**src/hw/rtl/assert_macros.svh**
```systemverilog
// assertion macros used by the rtl top level of the point to segment distance block
// no dependencies; include by bare file name inside a module body
`ifndef ASSERT_MACROS_SVH
`define ASSERT_MACROS_SVH

// overlapping implication, checked out of reset
`define PSD_ASSERT_NOW(label, clk, rst_n, ante, cons) \
    label: assert property (@(posedge clk) disable iff (!rst_n) (ante) |-> (cons)) \
        else $error("assertion failed");

// non-overlapping implication, checked out of reset
`define PSD_ASSERT_NEXT(label, clk, rst_n, ante, cons) \
    label: assert property (@(posedge clk) disable iff (!rst_n) (ante) |=> (cons)) \
        else $error("assertion failed");

`endif

```
**src/hw/rtl/psd_pkg.sv**
```systemverilog
// package for the point to segment distance block: widths, constants, types
// no dependencies
package psd_pkg;

    localparam int PSD_CW    = 16;  // input coordinate width
    localparam int PSD_DW    = 17;  // difference width
    localparam int PSD_PW    = 34;  // width of a squared difference
    localparam int PSD_L2W   = 34;  // squared length width, unsigned
    localparam int PSD_DOTW  = 35;  // dot product width, signed
    localparam int PSD_QW    = 16;  // quotient bits of the projection
    localparam int PSD_UW    = 17;  // projection parameter incl. 1.0
    localparam int PSD_EW    = 27;  // error vector component width
    localparam int PSD_NW    = 54;  // radicand width, even
    localparam int PSD_RW    = PSD_NW / 2;
    localparam int PSD_OW    = 17;  // distance width
    localparam int PSD_FRAC  = 8;   // root fraction bits dropped to get an unsigned q17.0 distance

    localparam logic [PSD_UW-1:0] PSD_U_ONE  = 17'd65536;
    localparam logic [PSD_UW-1:0] PSD_U_ZERO = 17'd0;

    // geometry riding along with the divider
    typedef struct packed {
        logic                      zero;  // projection clamps to 0
        logic                      one;   // projection clamps to 1.0
        logic signed [PSD_DW-1:0]  dx;
        logic signed [PSD_DW-1:0]  dy;
        logic signed [PSD_DW-1:0]  wx;
        logic signed [PSD_DW-1:0]  wy;
    } t_psd_geom;

endpackage

```
**src/hw/rtl/psd_sqrt.sv**
```systemverilog
// pipelined integer square root, one root bit per stage
// depends on psd_pkg
module psd_sqrt #(
    parameter int NumW = psd_pkg::PSD_NW,
    parameter int RootW = NumW / 2
) (
    input  logic             i_clk,
    input  logic             i_rst_n,
    input  logic             i_en,
    input  logic             i_valid,
    input  logic [NumW-1:0]  i_rad,
    output logic             o_valid,
    output logic [RootW-1:0] o_root
);
    import psd_pkg::*;

    logic [RootW-1:0] r_v;
    logic [RootW+1:0] r_rem  [RootW];
    logic [RootW-1:0] r_root [RootW];
    logic [NumW-1:0]  r_n    [RootW];

    genvar k;
    generate
        for (k = 0; k < RootW; k++) begin : g_stage
            logic             p_v;
            logic [RootW+1:0] p_rem;
            logic [RootW-1:0] p_root;
            logic [NumW-1:0]  p_n;
            logic [RootW+3:0] t;
            logic [RootW+3:0] trial;
            logic [RootW+3:0] diff;
            logic             ge;

            if (k == 0) begin : g_first
                assign p_v    = i_valid;
                assign p_rem  = '0;
                assign p_root = '0;
                assign p_n    = i_rad;
            end else begin : g_next
                assign p_v    = r_v[k-1];
                assign p_rem  = r_rem[k-1];
                assign p_root = r_root[k-1];
                assign p_n    = r_n[k-1];
            end

            // bring down two bits, trial subtract 4*root+1
            assign t     = {p_rem, p_n[NumW-1:NumW-2]};
            assign trial = {2'b00, p_root, 2'b01};
            assign diff  = t - trial;
            assign ge    = (t >= trial);

            always_ff @(posedge i_clk) begin
                if (!i_rst_n) begin
                    r_v[k] <= 1'b0;
                end else if (i_en) begin
                    r_v[k] <= p_v;
                end
            end

            always_ff @(posedge i_clk) begin
                if (i_en) begin
                    r_rem[k]  <= ge ? diff[RootW+1:0] : t[RootW+1:0];
                    r_root[k] <= {p_root[RootW-2:0], ge};
                    r_n[k]    <= {p_n[NumW-3:0], 2'b00};
                end
            end
        end
    endgenerate

    assign o_valid = r_v[RootW-1];
    assign o_root  = r_root[RootW-1];

endmodule

```
**config.mk**
```make
export PLATFORM = sky130hd
export DESIGN_NAME = psd_sqrt
export DESIGN_NICKNAME = d
export VERILOG_FILES = /design/src/hw/rtl/assert_macros.svh /design/src/hw/rtl/psd_pkg.sv /design/src/hw/rtl/psd_sqrt.sv
export SDC_FILE = /design/constraint.sdc
export NUM_CORES = 2
export LEC_CHECK = 0
export BUFFER_PORTS_ARGS = -buffer_cell sky130_fd_sc_hd__clkbuf_2
export CORE_ASPECT_RATIO = 0.75
export CORE_MARGIN = 3
export CORE_UTILIZATION = 45
export CTS_BUF_LIST = sky130_fd_sc_hd__clkbuf_8
export DETAILED_ROUTE_END_ITERATION = 10
export GPL_TIMING_DRIVEN = 0
export HOLD_SLACK_MARGIN = 0.03
export PLACE_DENSITY = 0.6
export SLEW_MARGIN = 15
export SYNTH_ARGS = -nofsm -noshare
export SYNTH_HDL_FRONTEND = slang
export SYNTH_SLANG_ARGS = --single-unit
```
**constraint.sdc**
```tcl
create_clock -name i_clk -period 3.2 [get_ports i_clk]
set_input_delay 0.16 -clock i_clk [delete_from_list [all_inputs] [get_ports i_clk]]
set_output_delay 0.16 -clock i_clk [all_outputs]
set_load 0.005 [all_outputs]
```
Word-level counts from Yosys, hierarchy flattened
Memory sizes are Yosys's and may differ from the RTL's.
Index checks and enable logic that the tools add are counted.

word-level totals
  bits in registers = 27
  bits in latches = 0
  memory bits (writable) = 2916
  bits in read-only memories = 0
  input bits = 58
  output and inout bits = 28
  word-level logic and storage cells = 113
  memories = 3

memories
  memory  depth  width  rd ports  clocked after Yosys merged registers in  write ports  RTL line        RTL
  r_n     27     52     26        0                                        27           psd_sqrt.sv:20  logic [NumW-1:0] r_n [RootW];
  r_rem   27     29     26        0                                        27           psd_sqrt.sv:18  logic [RootW+1:0] r_rem [RootW];
  r_root  27     27     27        0                                        27           psd_sqrt.sv:19  logic [RootW-1:0] r_root [RootW];

operators by class
  add/sub/neg operators = 27
  multiply operators = 0
  div/mod/pow operators = 0
  magnitude comparators = 27
  equal/unequal tests = 0
  shift-type cells = 0
  multiplexer cells = 29
  bitwise logic cells = 0
  reduce and logical (&&, ||, !) cells = 0

operators with widths
  kind                                                 count
  >= comparator 31 x 29 -> 1 bit                       26
  2-to-1 mux 29 bit                                    27
  subtractor 29 bit                                    26
  subtractor 2 x 1 -> 3 bit, second input constant     1
  >= comparator 2 x 1 -> 1 bit, second input constant  1
  2-to-1 mux 1 bit                                     2

Depth between registers and ports, before layout
An unclocked memory read counts as a cell.

  depth in word-level cells = 3
  mapped depth = 14
  gate-level depth less buffers = 12

Worst setup path after synthesis
Ideal clock, no wire load.

  path type = register -> register
  start = mem r_rem[0][333] (netlist name)
  end = mem r_rem[0][360] (netlist name), data pin
  setup time = 260 ps
  data arrival time = 3081 ps
  required time = 2940 ps
  slack = -141 ps
  cell stages (with the launch flop) = 10
  path buffers = 2
  period minus slack after synthesis = 3341 ps
  cells stage by stage = edfxtp_1 -> or4_4 -> or3_4 -> or4b_4 -> or3_1 -> a311o_1 -> a21o_1 -> buf_6 -> buf_6 -> mux2_4

RTL lines
  what         RTL line
  from (decl)  psd_sqrt.sv:18

==> flow_summary.toml <==
[yosys]
yosys_warnings = 0
synth_area_leaders = "edfxtp_1, ha_1, xor2_1"
ys.flop_type = "edfxtp_1"
async_reset_ff_share_pct = 0
ys_seq_area_share_pct = 63.9
yosys.cell_types.count = 93
synth_common_cells = "edfxtp_1, inv_1, nand2_1"
yosysMostFrequentCell = "edfxtp_1"
syn_inst = 6611
syn-num-nets = 7076
ys_seq_elements = 1821
syn_area_um2 = 85200
synth_top_area_cell = "edfxtp_1"
synth-edff-count = 1794
syn-mean-instance-area_um2 = 12.9
synth_top_area_share_pct = 63.2

[die]
rows = 137
dieArea_um2 = 195000
boundaryPins = 86
die_w_um = 508
core_um2 = 187000
initial_core_util_pct = 45.5
die-height_um = 383

[power_and_ir_drop]
power_density_nw_per_um2 = 648
pwr-share-seq_pct = 48.4
power_leakage_nw = 39.1
max-vdd-ir-drop_uv = 374
clkPwrFrac_pct = 29.1
swShare_pct = 29.5
power_frac_comb_pct = 22.5
p_total_mw = 65.7
intPower_mw = 46.3
switching_power_mw = 19.4

[global_routing]
grt_pass1_wl_mm = 295
antenna_found_initial = 6
gr-usage-all-layers_pct = 19.1
first_global_vias = 52400
grt_max_degree = 106
gr-total-overflow = 0

[clocking]
cts_buffer_depth = 4
htree_levels = 5
cts-root-buf = "clkbuf_8"
insertion_delay_ps = 1020
cts_made_buffers = 314
path_clk_slew_ps = 70
tritoncts = "done"
numClockSinks = 1821

[min_path]
hp-class = "in -> reg"

[run_status]
status = "finished with violations"
violations = "setup timing"

[placement]
routabilityCongestion = 0.903
place.port_buffers = 85
dp.cells = 9219
place_area_um2 = 89300
dp_hpwl_mm = 131
dp_slack_ps = -1320

[drt]
dr.pass1.iters = 6
final_antenna_net_count = 0
drcViolationCount = 0
via_per_inst = 5.39
drt_iter0_drc = 4867
wl_per_cell_um = 18.8
vias = 54400
wirelength_mm = 189

[timing]
fin_setup_tns_ps = -6430
rsz0062_at_grt = "yes"
fmax_ghz = 0.283
hold_slack_ps = 237
clock_skew_ps = 101
maxSlewViolCount = 0
hold_violations = 0
setup_viol = 45
min_period_ps = 3530
period_share_pct = 110
setup_ws_ps = -329
worst_pin_slew_ps = 1110
slew_headroom_pct = 25.9

[finish]
syn_to_final_growth_pct = 18.9
stdcell_count = 10100
final_util_pct = 54.2
fin_nets = 7825
drive_above_1_share_pct = 17.4
final_area_um2 = 101000

[setup_path]
cp.arrival_ps = 4190
worstPathMaxFanout = 6
critPathRequiredTime_ps = 3860
startpoint_type = "register"
crit_path_end_kind = "register"
critPathKind = "reg -> reg"

[run]
maxCapViolations = 0
==> kinds of logic after synthesis <==
| family | after synthesis | synth area share, % |
|---|---|---|
| mux | 126 | 1.62 |
| compound gates | 1300 | 9.49 |
| other cells | 1 | 0.00440 |
| fa+ha+maj | 407 | 5.98 |
| buf+inv | 663 | 2.96 |
| simple gates | 1696 | 9.93 |
| flops | 1821 | 63.9 |
| xor+xnor | 597 | 6.14 |
==> cells in the final DEF, fill, tap and decap left out, types with 45 or more instances in the layout <==
cell type      instances
dlygate4sd3_1        119
a21o_1               169
clkbuf_2             101
xnor2_1              291
o21ai_1               45
nand3_1              107
clkbuf_8             328
o21ai_0              276
mux2_2                83
inv_1                579
nand4_1               81
a21oi_1              360
nor4_1                62
nor2b_1               86
nor2_1               390
ha_1                 343
or3_1                 63
nand2b_1              72
edfxtp_1            1794
o21a_1                67
buf_4                219
clkinv_1              78
nor3_1               112
nand2_1              406
xor2_1               303
==> flip-flops by register name, summed over array words and instances (netlist names) <==
signal	count
o_valid	1
g_stage.p_v	26
r_n	702
r_rem	714
r_root	378
==> metal layers <==
layer  GRT usage [%]  wire (µm)
met5               0          0
met4            5.35       4270
met3            5.47      15500
met2            24.9      74700
met1            30.2      95000
==> worst paths after layout <==
path                           startpoint                           to  slack, ps  cells after the start
hold / removal                    i_rst_n  g_stage[3].p_v$_SDFFE_PN0P_        240                      4
hold reg to reg      r_n[3][22]$_DFFE_PP_         r_n[3][76]$_DFFE_PP_        380                      0
setup / recovery  r_rem[0][334]$_DFFE_PP_      r_rem[0][365]$_DFFE_PP_       -330                     10
setup reg to reg  r_rem[0][334]$_DFFE_PP_      r_rem[0][365]$_DFFE_PP_       -330                     10
==> worst max-delay path, cell delays in order (launching register included) <==
cell and delay [ps]:
edfxtp_1 480, or4_4 450, or3_4 350, or4b_4 490, or3_4 350, a311o_1 300
a21o_1 170, buf_6 140, nand3b_1 170, nor3_1 100, xor2_1 190
==> power by group through the flow <==
stage	registers, mW	clock network [mW]	logic (mW)
after floorplan	31.4	0	9.13
after global placement	33.1	0	10.9
after detailed placement	32.2	0	12.4
after CTS	31.7	19.9	13.7
after global routing	32.1	21.0	16.3
final	31.8	19.1	14.8
==> what timing repair did <==
action | in CTS | in global routing
resized for setup | 419 | 344
endpoints found under the hold margin | 297 | 0
buffers inserted | 130 | 115
hold buffers | 128 | 0
setup endpoints to repair | 596 | 618
cloned | 3 | 3
pin swaps | 83 | 143
==> final cells by class <==
class / instances / area (µm²)
fill: 15500 / 85700
sequential: 1821 / 54400
multi-input combinational: 4127 / 31000
timing repair buffer: 481 / 4520
clock buffer: 320 / 4400
tap: 2502 / 3130
inverter: 514 / 1940
clock inverter: 211 / 1090
buffer: 101 / 758
antenna: 7 / 17.5
(Power assumes the default switching activity.)
