## src/hw/rtl/assert_macros.svh

```systemverilog
// assertion macros used by the rtl top level of the point to segment distance block
// no dependencies; include by bare file name inside a module body
`ifndef ASSERT_MACROS_SVH
`define ASSERT_MACROS_SVH

// overlapping implication, checked out of reset
`define PSD_ASSERT_NOW(label, clk, rst_n, ante, cons) \
    label: assert property (@(posedge clk) disable iff (!rst_n) (ante) |-> (cons)) \
        else $error("assertion failed");

// non-overlapping implication, checked out of reset
`define PSD_ASSERT_NEXT(label, clk, rst_n, ante, cons) \
    label: assert property (@(posedge clk) disable iff (!rst_n) (ante) |=> (cons)) \
        else $error("assertion failed");

`endif

```

## src/hw/rtl/psd_pkg.sv

```systemverilog
// package for the point to segment distance block: widths, constants, types
// no dependencies
package psd_pkg;

    localparam int PSD_CW    = 16;  // input coordinate width
    localparam int PSD_DW    = 17;  // difference width
    localparam int PSD_PW    = 34;  // width of a squared difference
    localparam int PSD_L2W   = 34;  // squared length width, unsigned
    localparam int PSD_DOTW  = 35;  // dot product width, signed
    localparam int PSD_QW    = 16;  // quotient bits of the projection
    localparam int PSD_UW    = 17;  // projection parameter incl. 1.0
    localparam int PSD_EW    = 27;  // error vector component width
    localparam int PSD_NW    = 54;  // radicand width, even
    localparam int PSD_RW    = PSD_NW / 2;
    localparam int PSD_OW    = 17;  // distance width
    localparam int PSD_FRAC  = 8;   // root fraction bits dropped to get an unsigned q17.0 distance

    localparam logic [PSD_UW-1:0] PSD_U_ONE  = 17'd65536;
    localparam logic [PSD_UW-1:0] PSD_U_ZERO = 17'd0;

    // geometry riding along with the divider
    typedef struct packed {
        logic                      zero;  // projection clamps to 0
        logic                      one;   // projection clamps to 1.0
        logic signed [PSD_DW-1:0]  dx;
        logic signed [PSD_DW-1:0]  dy;
        logic signed [PSD_DW-1:0]  wx;
        logic signed [PSD_DW-1:0]  wy;
    } t_psd_geom;

endpackage

```

## src/hw/rtl/psd_div.sv

```systemverilog
// pipelined restoring divider, one quotient bit per stage, side data carried along
// depends on psd_pkg
module psd_div #(
    parameter int NumW  = psd_pkg::PSD_L2W,
    parameter int QuoW  = psd_pkg::PSD_QW,
    parameter int SideW = $bits(psd_pkg::t_psd_geom)
) (
    input  logic             i_clk,
    input  logic             i_rst_n,
    input  logic             i_en,
    input  logic             i_valid,
    input  logic [NumW-1:0]  i_num,   // must be below i_den
    input  logic [NumW-1:0]  i_den,
    input  logic [SideW-1:0] i_side,
    output logic             o_valid,
    output logic [QuoW-1:0]  o_quot,
    output logic [SideW-1:0] o_side
);
    import psd_pkg::*;

    logic [QuoW-1:0]  r_v;
    logic [NumW-1:0]  r_rem  [QuoW];
    logic [NumW-1:0]  r_den  [QuoW];
    logic [QuoW-1:0]  r_q    [QuoW];
    logic [SideW-1:0] r_side [QuoW];

    genvar k;
    generate
        for (k = 0; k < QuoW; k++) begin : g_stage
            logic             p_v;
            logic [NumW-1:0]  p_rem;
            logic [NumW-1:0]  p_den;
            logic [QuoW-1:0]  p_q;
            logic [SideW-1:0] p_side;
            logic [NumW:0]    t;
            logic [NumW:0]    diff;
            logic             ge;

            // previous stage or the input port
            if (k == 0) begin : g_first
                assign p_v    = i_valid;
                assign p_rem  = i_num;
                assign p_den  = i_den;
                assign p_q    = '0;
                assign p_side = i_side;
            end else begin : g_next
                assign p_v    = r_v[k-1];
                assign p_rem  = r_rem[k-1];
                assign p_den  = r_den[k-1];
                assign p_q    = r_q[k-1];
                assign p_side = r_side[k-1];
            end

            // shift, trial subtract
            assign t    = {p_rem, 1'b0};
            assign diff = t - {1'b0, p_den};
            assign ge   = (t >= {1'b0, p_den});

            always_ff @(posedge i_clk) begin
                if (!i_rst_n) begin
                    r_v[k] <= 1'b0;
                end else if (i_en) begin
                    r_v[k] <= p_v;
                end
            end

            always_ff @(posedge i_clk) begin
                if (i_en) begin
                    r_rem[k]  <= ge ? diff[NumW-1:0] : t[NumW-1:0];
                    r_den[k]  <= p_den;
                    r_q[k]    <= {p_q[QuoW-2:0], ge};
                    r_side[k] <= p_side;
                end
            end
        end
    endgenerate

    assign o_valid = r_v[QuoW-1];
    assign o_quot  = r_q[QuoW-1];
    assign o_side  = r_side[QuoW-1];

endmodule

```

## config.mk

```make
export PLATFORM = sky130hd
export DESIGN_NAME = psd_div
export DESIGN_NICKNAME = d
export VERILOG_FILES = /design/src/hw/rtl/assert_macros.svh /design/src/hw/rtl/psd_pkg.sv /design/src/hw/rtl/psd_div.sv
export SDC_FILE = /design/constraint.sdc
export NUM_CORES = 2
export LEC_CHECK = 0
export BUFFER_PORTS_ARGS = -buffer_cell sky130_fd_sc_hd__buf_2
export CAP_MARGIN = 20
export CORE_MARGIN = 5
export CORE_UTILIZATION = 24
export DETAILED_ROUTE_END_ITERATION = 8
export HOLD_SLACK_MARGIN = 0.12
export RECOVER_POWER = 25
export SYNTH_ARGS = -nofsm -noshare
export SYNTH_HDL_FRONTEND = slang
export SYNTH_SLANG_ARGS = --single-unit
```

## constraint.sdc

```tcl
create_clock -name i_clk -period 4.3 [get_ports i_clk]
set_input_delay 0.215 -clock i_clk [delete_from_list [all_inputs] [get_ports i_clk]]
set_output_delay 0.215 -clock i_clk [all_outputs]
set_load 0.02 [all_outputs]
```

Word-level counts from Yosys, hierarchy flattened
Memories as Yosys holds them, arrays and structs flattened.
Index checks and enable logic that the tools add are counted.

operators by class
  add/subtract/negate cells = 16
  magnitude comparators = 16
  mux-type cells = 18

operators by type and width
  operator          number
  $ge A35 B34 Y1    16
  $mux W34          16
  $sub A34 B34 Y34  16
  $mux W1           2

word-level totals
  register bits after elaboration = 16
  bits in writable memories = 2464
  input port bits = 142
  logic and storage cells = 70
  memories = 4

memories
  memory  depth  bits a word  rd ports  clocked after memory_dff  write ports  line           source
  r_side  16     70           16        0                         16           psd_div.sv:25  logic [SideW-1:0] r_side [QuoW];
  r_den   16     34           15        0                         16           psd_div.sv:23  logic [NumW-1:0] r_den [QuoW];
  r_rem   16     34           15        0                         16           psd_div.sv:22  logic [NumW-1:0] r_rem [QuoW];
  r_q     16     16           16        0                         16           psd_div.sv:24  logic [QuoW-1:0] r_q [QuoW];

Logic depth before layout (Yosys ltp)
An unclocked memory read counts as a cell.

  word-level depth = 3
  mapped depth = 15
  mapped depth without buffers = 12

Worst setup path before layout
No wires, ideal clock.

  path type = register to register
  from = memory r_rem[0][151] (netlist name)
  to = memory r_rem[0][192] (netlist name) (data pin)
  library setup time = 0.260 ns
  arrival = 3.161 ns
  setup slack = 0.879 ns
  cell stages (with the launch flop) = 13
  buffers on the path = 2
  period minus slack after synthesis = 3.421 ns
  cell sequence = edfxtp_1 ha_1 clkbuf_1 a21o_1 a21o_1 a21oi_1 o22ai_1 or3_1 a31oi_1 nor2_1 a311oi_2 buf_2 mux2_2

RTL lines
  what                line
  start: declaration  psd_div.sv:22

==> summary.txt <==
Outcome
  – Status: complete, no violations

CTS
  – Clock latency on the worst-skew pair: 0.87 ns
  – H-tree Lvls: 5
  – Setup Fix Bufs, Post-CTS: 0
  – Reg clk slew, reported paths: about 0.060 ns
  – Num CTS Buffers: 263
  – CTS tree: built
  – Root Driver: clkbuf_16
  – TritonCTS Sinks: ~2300
  – Clock buffer depth: 4

Flow run
  – Max cap viols: 0

Floorplan
  – Die Span X: between 600 and 700 µm
  – I/O pin count: between 200 and 250
  – Starting Density: 0.2413
  – Die Height: between 600 and 700 µm
  – Die area: about 440000 µm²
  – Core area: between 400000 and 500000 µm²
  – Rows: between 200 and 250

Timing
  – Final Slew Violations: 0
  – RSZ-0062 raised after global routing: no
  – Fmax: about 250 MHz
  – Final TNS setup: 0 ns
  – Least-Margin Pin Slew: just under 1 ns
  – Fin. Hold Viols: 0
  – Worst setup margin: around 0.33 ns
  – Final period util: 0.9224
  – Slew margin rel.: 0.3598
  – Fin crit period: between 3 and 4 ns
  – Clk_skew: a little over 0.06 ns
  – Finish-stage setup viols: 0
  – WHS: ~0.24 ns

Layout
  – Area delta synth->final: 19.50%
  – Layout net count: a little under 9000
  – # fillers: 43125
  – Reg area: approximately 70000 µm²
  – Final core utilization: 0.2883
  – Layout cells sized above 1: 0.1206
  – Area of the multi-input gates: about 31000 µm²

Critical path
  – Critical path startpoint category: flip-flop
  – Req. time, crit path: a little under 5 ns
  – CP Data Arrival Time: approximately 4.5 ns
  – CP top delay family: compound AO/OA/AOI/OAI gates
  – Crit path buf inv count: 1
  – Worst reg2reg setup slack: approximately 0.33 ns
  – CP Cell Sequence: ha_1 -> nand2_1 -> o21bai_1 -> a21boi_0 -> o2111ai_1 -> a21oi_1 -> o41ai_1 -> o221a_2 -> o31ai_1 -> a21o_1 -> buf_12 -> mux2_2
  – Worst-path fanout max: 35
  – Critical Path Max Stage Delay: approximately 0.39 ns
  – Worst setup EP type: flip-flop
  – Setup CP Type: flip-flop to flip-flop
  – CP max stage cell: edfxtp_1

Logic synthesis
  – Area leader, netlist: edfxtp_1
  – Count leader, synth: edfxtp_1
  – Commonest cells in the synthesized netlist: edfxtp_1, inv_1, ha_1
  – Number of flops mapped to enable cells by yosys: about 2300
  – Register area share after synthesis: 0.6651
  – Avg Inst Size Synth: roughly 14 µm²
  – Asr flop ratio synth: 0
  – Synth warn: 0
  – Post-synthesis register bit count: 2292
  – Area share of the largest cell type after synthesis: 0.6619
  – Mapped cell area: ~100000 µm²
  – Post-Syn Nets: 8140
  – Syn Inst Count: roughly 7400
  – Distinct cell type count after synthesis: 87
  – Synth area leaders: edfxtp_1, ha_1, mux2_2, a21oi_1, inv_1
  – Predominant post-synthesis flop cell: edfxtp_1

Power
  – Pleak: roughly 47 nW
  – Pwr Total: 81.10 mW
  – Logic gate share of total power: 0.335
  – Maximum vdd drop: about 0.34 mV
  – Clock power share: 0.272
  – Power Density: about 660 nW/µm²
  – Pint: ~55 mW
  – Net Sw Frac: 0.3198
  – Psw: 25.94 mW
  – Seq pwr share: 0.393

GRT
  – All-layer global routing usage: 0.08426
  – Initial antenna violation count: 1
  – First-pass GRT wire length: 307.3 mm
  – Largest net degree at the start of global routing: 150
  – Grt total ovfl: 0
  – Vias in the first global route: about 57000

Place
  – Buffers on Ports: 228
  – Dpl ws: 0.4137 ns
  – DP HPWL: 134.4 mm
  – GP Congestion: 0.8603

Hold path
  – Worst hold path class: input pin to flip-flop

Routing
  – DR iter-0 viols: 3600
  – Drt via density: just over 4
  – Drt pass-1 iters: 8
  – Routed len/inst: 13.77 µm
  – Vias: 57598
  – DR DRC count: 0
  – Final WL: between 150 and 200 mm
  – Detail Route Antenna Nets: 0
## path summary, 6_finish.rpt
kind,start,to,depth (start not counted)
worst max register to register,r_rem[0][104],r_rem[0][149],12
worst max-delay path,r_rem[0][104],r_rem[0][149],12
worst min register to register,r_q[7][9],r_q[7][26],0
worst min-delay path,i_num[3],r_rem[0][4],3
## cell type report
type,instances,area share
Sequential cell,2292,0.5565
Clock buffer,306,0.05499
Timing Repair Buffer,596,0.04058
Antenna cell,1,0.00002028
Tap cell,5687,0.05767
Inverter,663,0.02017
Multi-Input combinational cell,4320,0.2552
Clock inverter,157,0.01490
## what timing repair did
action / 4_1_cts / 5_1_grt
hold buffers: 275 / 0
hold endpoints to repair: 239 / 0
gates resized for setup: 0 / 0
## stage by stage
stage,cell area [µm²],instances
after floorplan,103200,7440
after global placement,112000,13282
after detailed placement,112000,13283
after CTS,123400,14021
after global routing,123400,14022
final,123400,14022
## cell usage in the layout, fill, tap and decap left out, drive strengths merged, types with 36 or more instances in the layout
| master | count |
|---|---|
| nand2 | 411 |
| mux2 | 283 |
| a31oi | 56 |
| edfxtp | 2276 |
| xnor2 | 255 |
| nand4 | 107 |
| nor3 | 65 |
| buf | 321 |
| nand3 | 108 |
| o21ai | 358 |
| nor2 | 308 |
| clkbuf | 306 |
| inv | 680 |
| o31ai | 36 |
| nand2b | 49 |
| o21a | 63 |
| xor2 | 191 |
| ha | 543 |
| and3 | 59 |
| a21oi | 538 |
| o21bai | 66 |
| nor2b | 90 |
| a21o | 324 |
| dlygate4sd3 | 275 |
| clkinv | 102 |
| a211oi | 39 |
## power groups by stage
stage                     registers [mW]  clock network, mW  logic, mW
after floorplan                     31.4                  0       20.8
after global placement              32.4                  0       26.6
after detailed placement            32.4                  0       26.7
after CTS                           31.9               23.0       27.2
after global routing                32.3               24.0       30.4
final                               31.9               22.0       27.2
## worst reg2reg max path: cells and delay by family, from the launching register on
family | cells | cell delay [ns]
buffers and inverters | 1 | 0.22
AOI/OAI and AO/OA | 8 | 2.23
adders and majority gates | 1 | 0.39
muxes | 1 | 0.38
and+or+nand+nor | 1 | 0.10
DFF | 1 | 0.39
## kinds of logic after synthesis
kind of cell / Yosys count / synth area share
flops: 2292 / 0.6651
compound gates: 1669 / 0.1019
simple gates: 1343 / 0.06278
buf+inv: 828 / 0.03082
fa+ha+maj: 558 / 0.06871
xor+xnor: 446 / 0.03783
mux: 304 / 0.03290
## state kept, by name, summed over array words and instances (netlist names)
register and flops:
r_rem 510, r_side 1120, r_q 136, r_den 510
o_valid 1, g_stage.p_v 15
## routing by layer
| metal | GRT usage | up-vias | part of all wire |
|---|---|---|---|
| li1 | - | 29180 | - |
| met2 | 0.1319 | 1043 | 0.44 |
| met1 | 0.1145 | 26974 | 0.47 |
| met5 | 0 | - | 0 |
| met4 | 0.03423 | 0 | 0.040 |
| met3 | 0.01623 | 401 | 0.045 |
No activity file was read; power rests on OpenSTA's default activity.
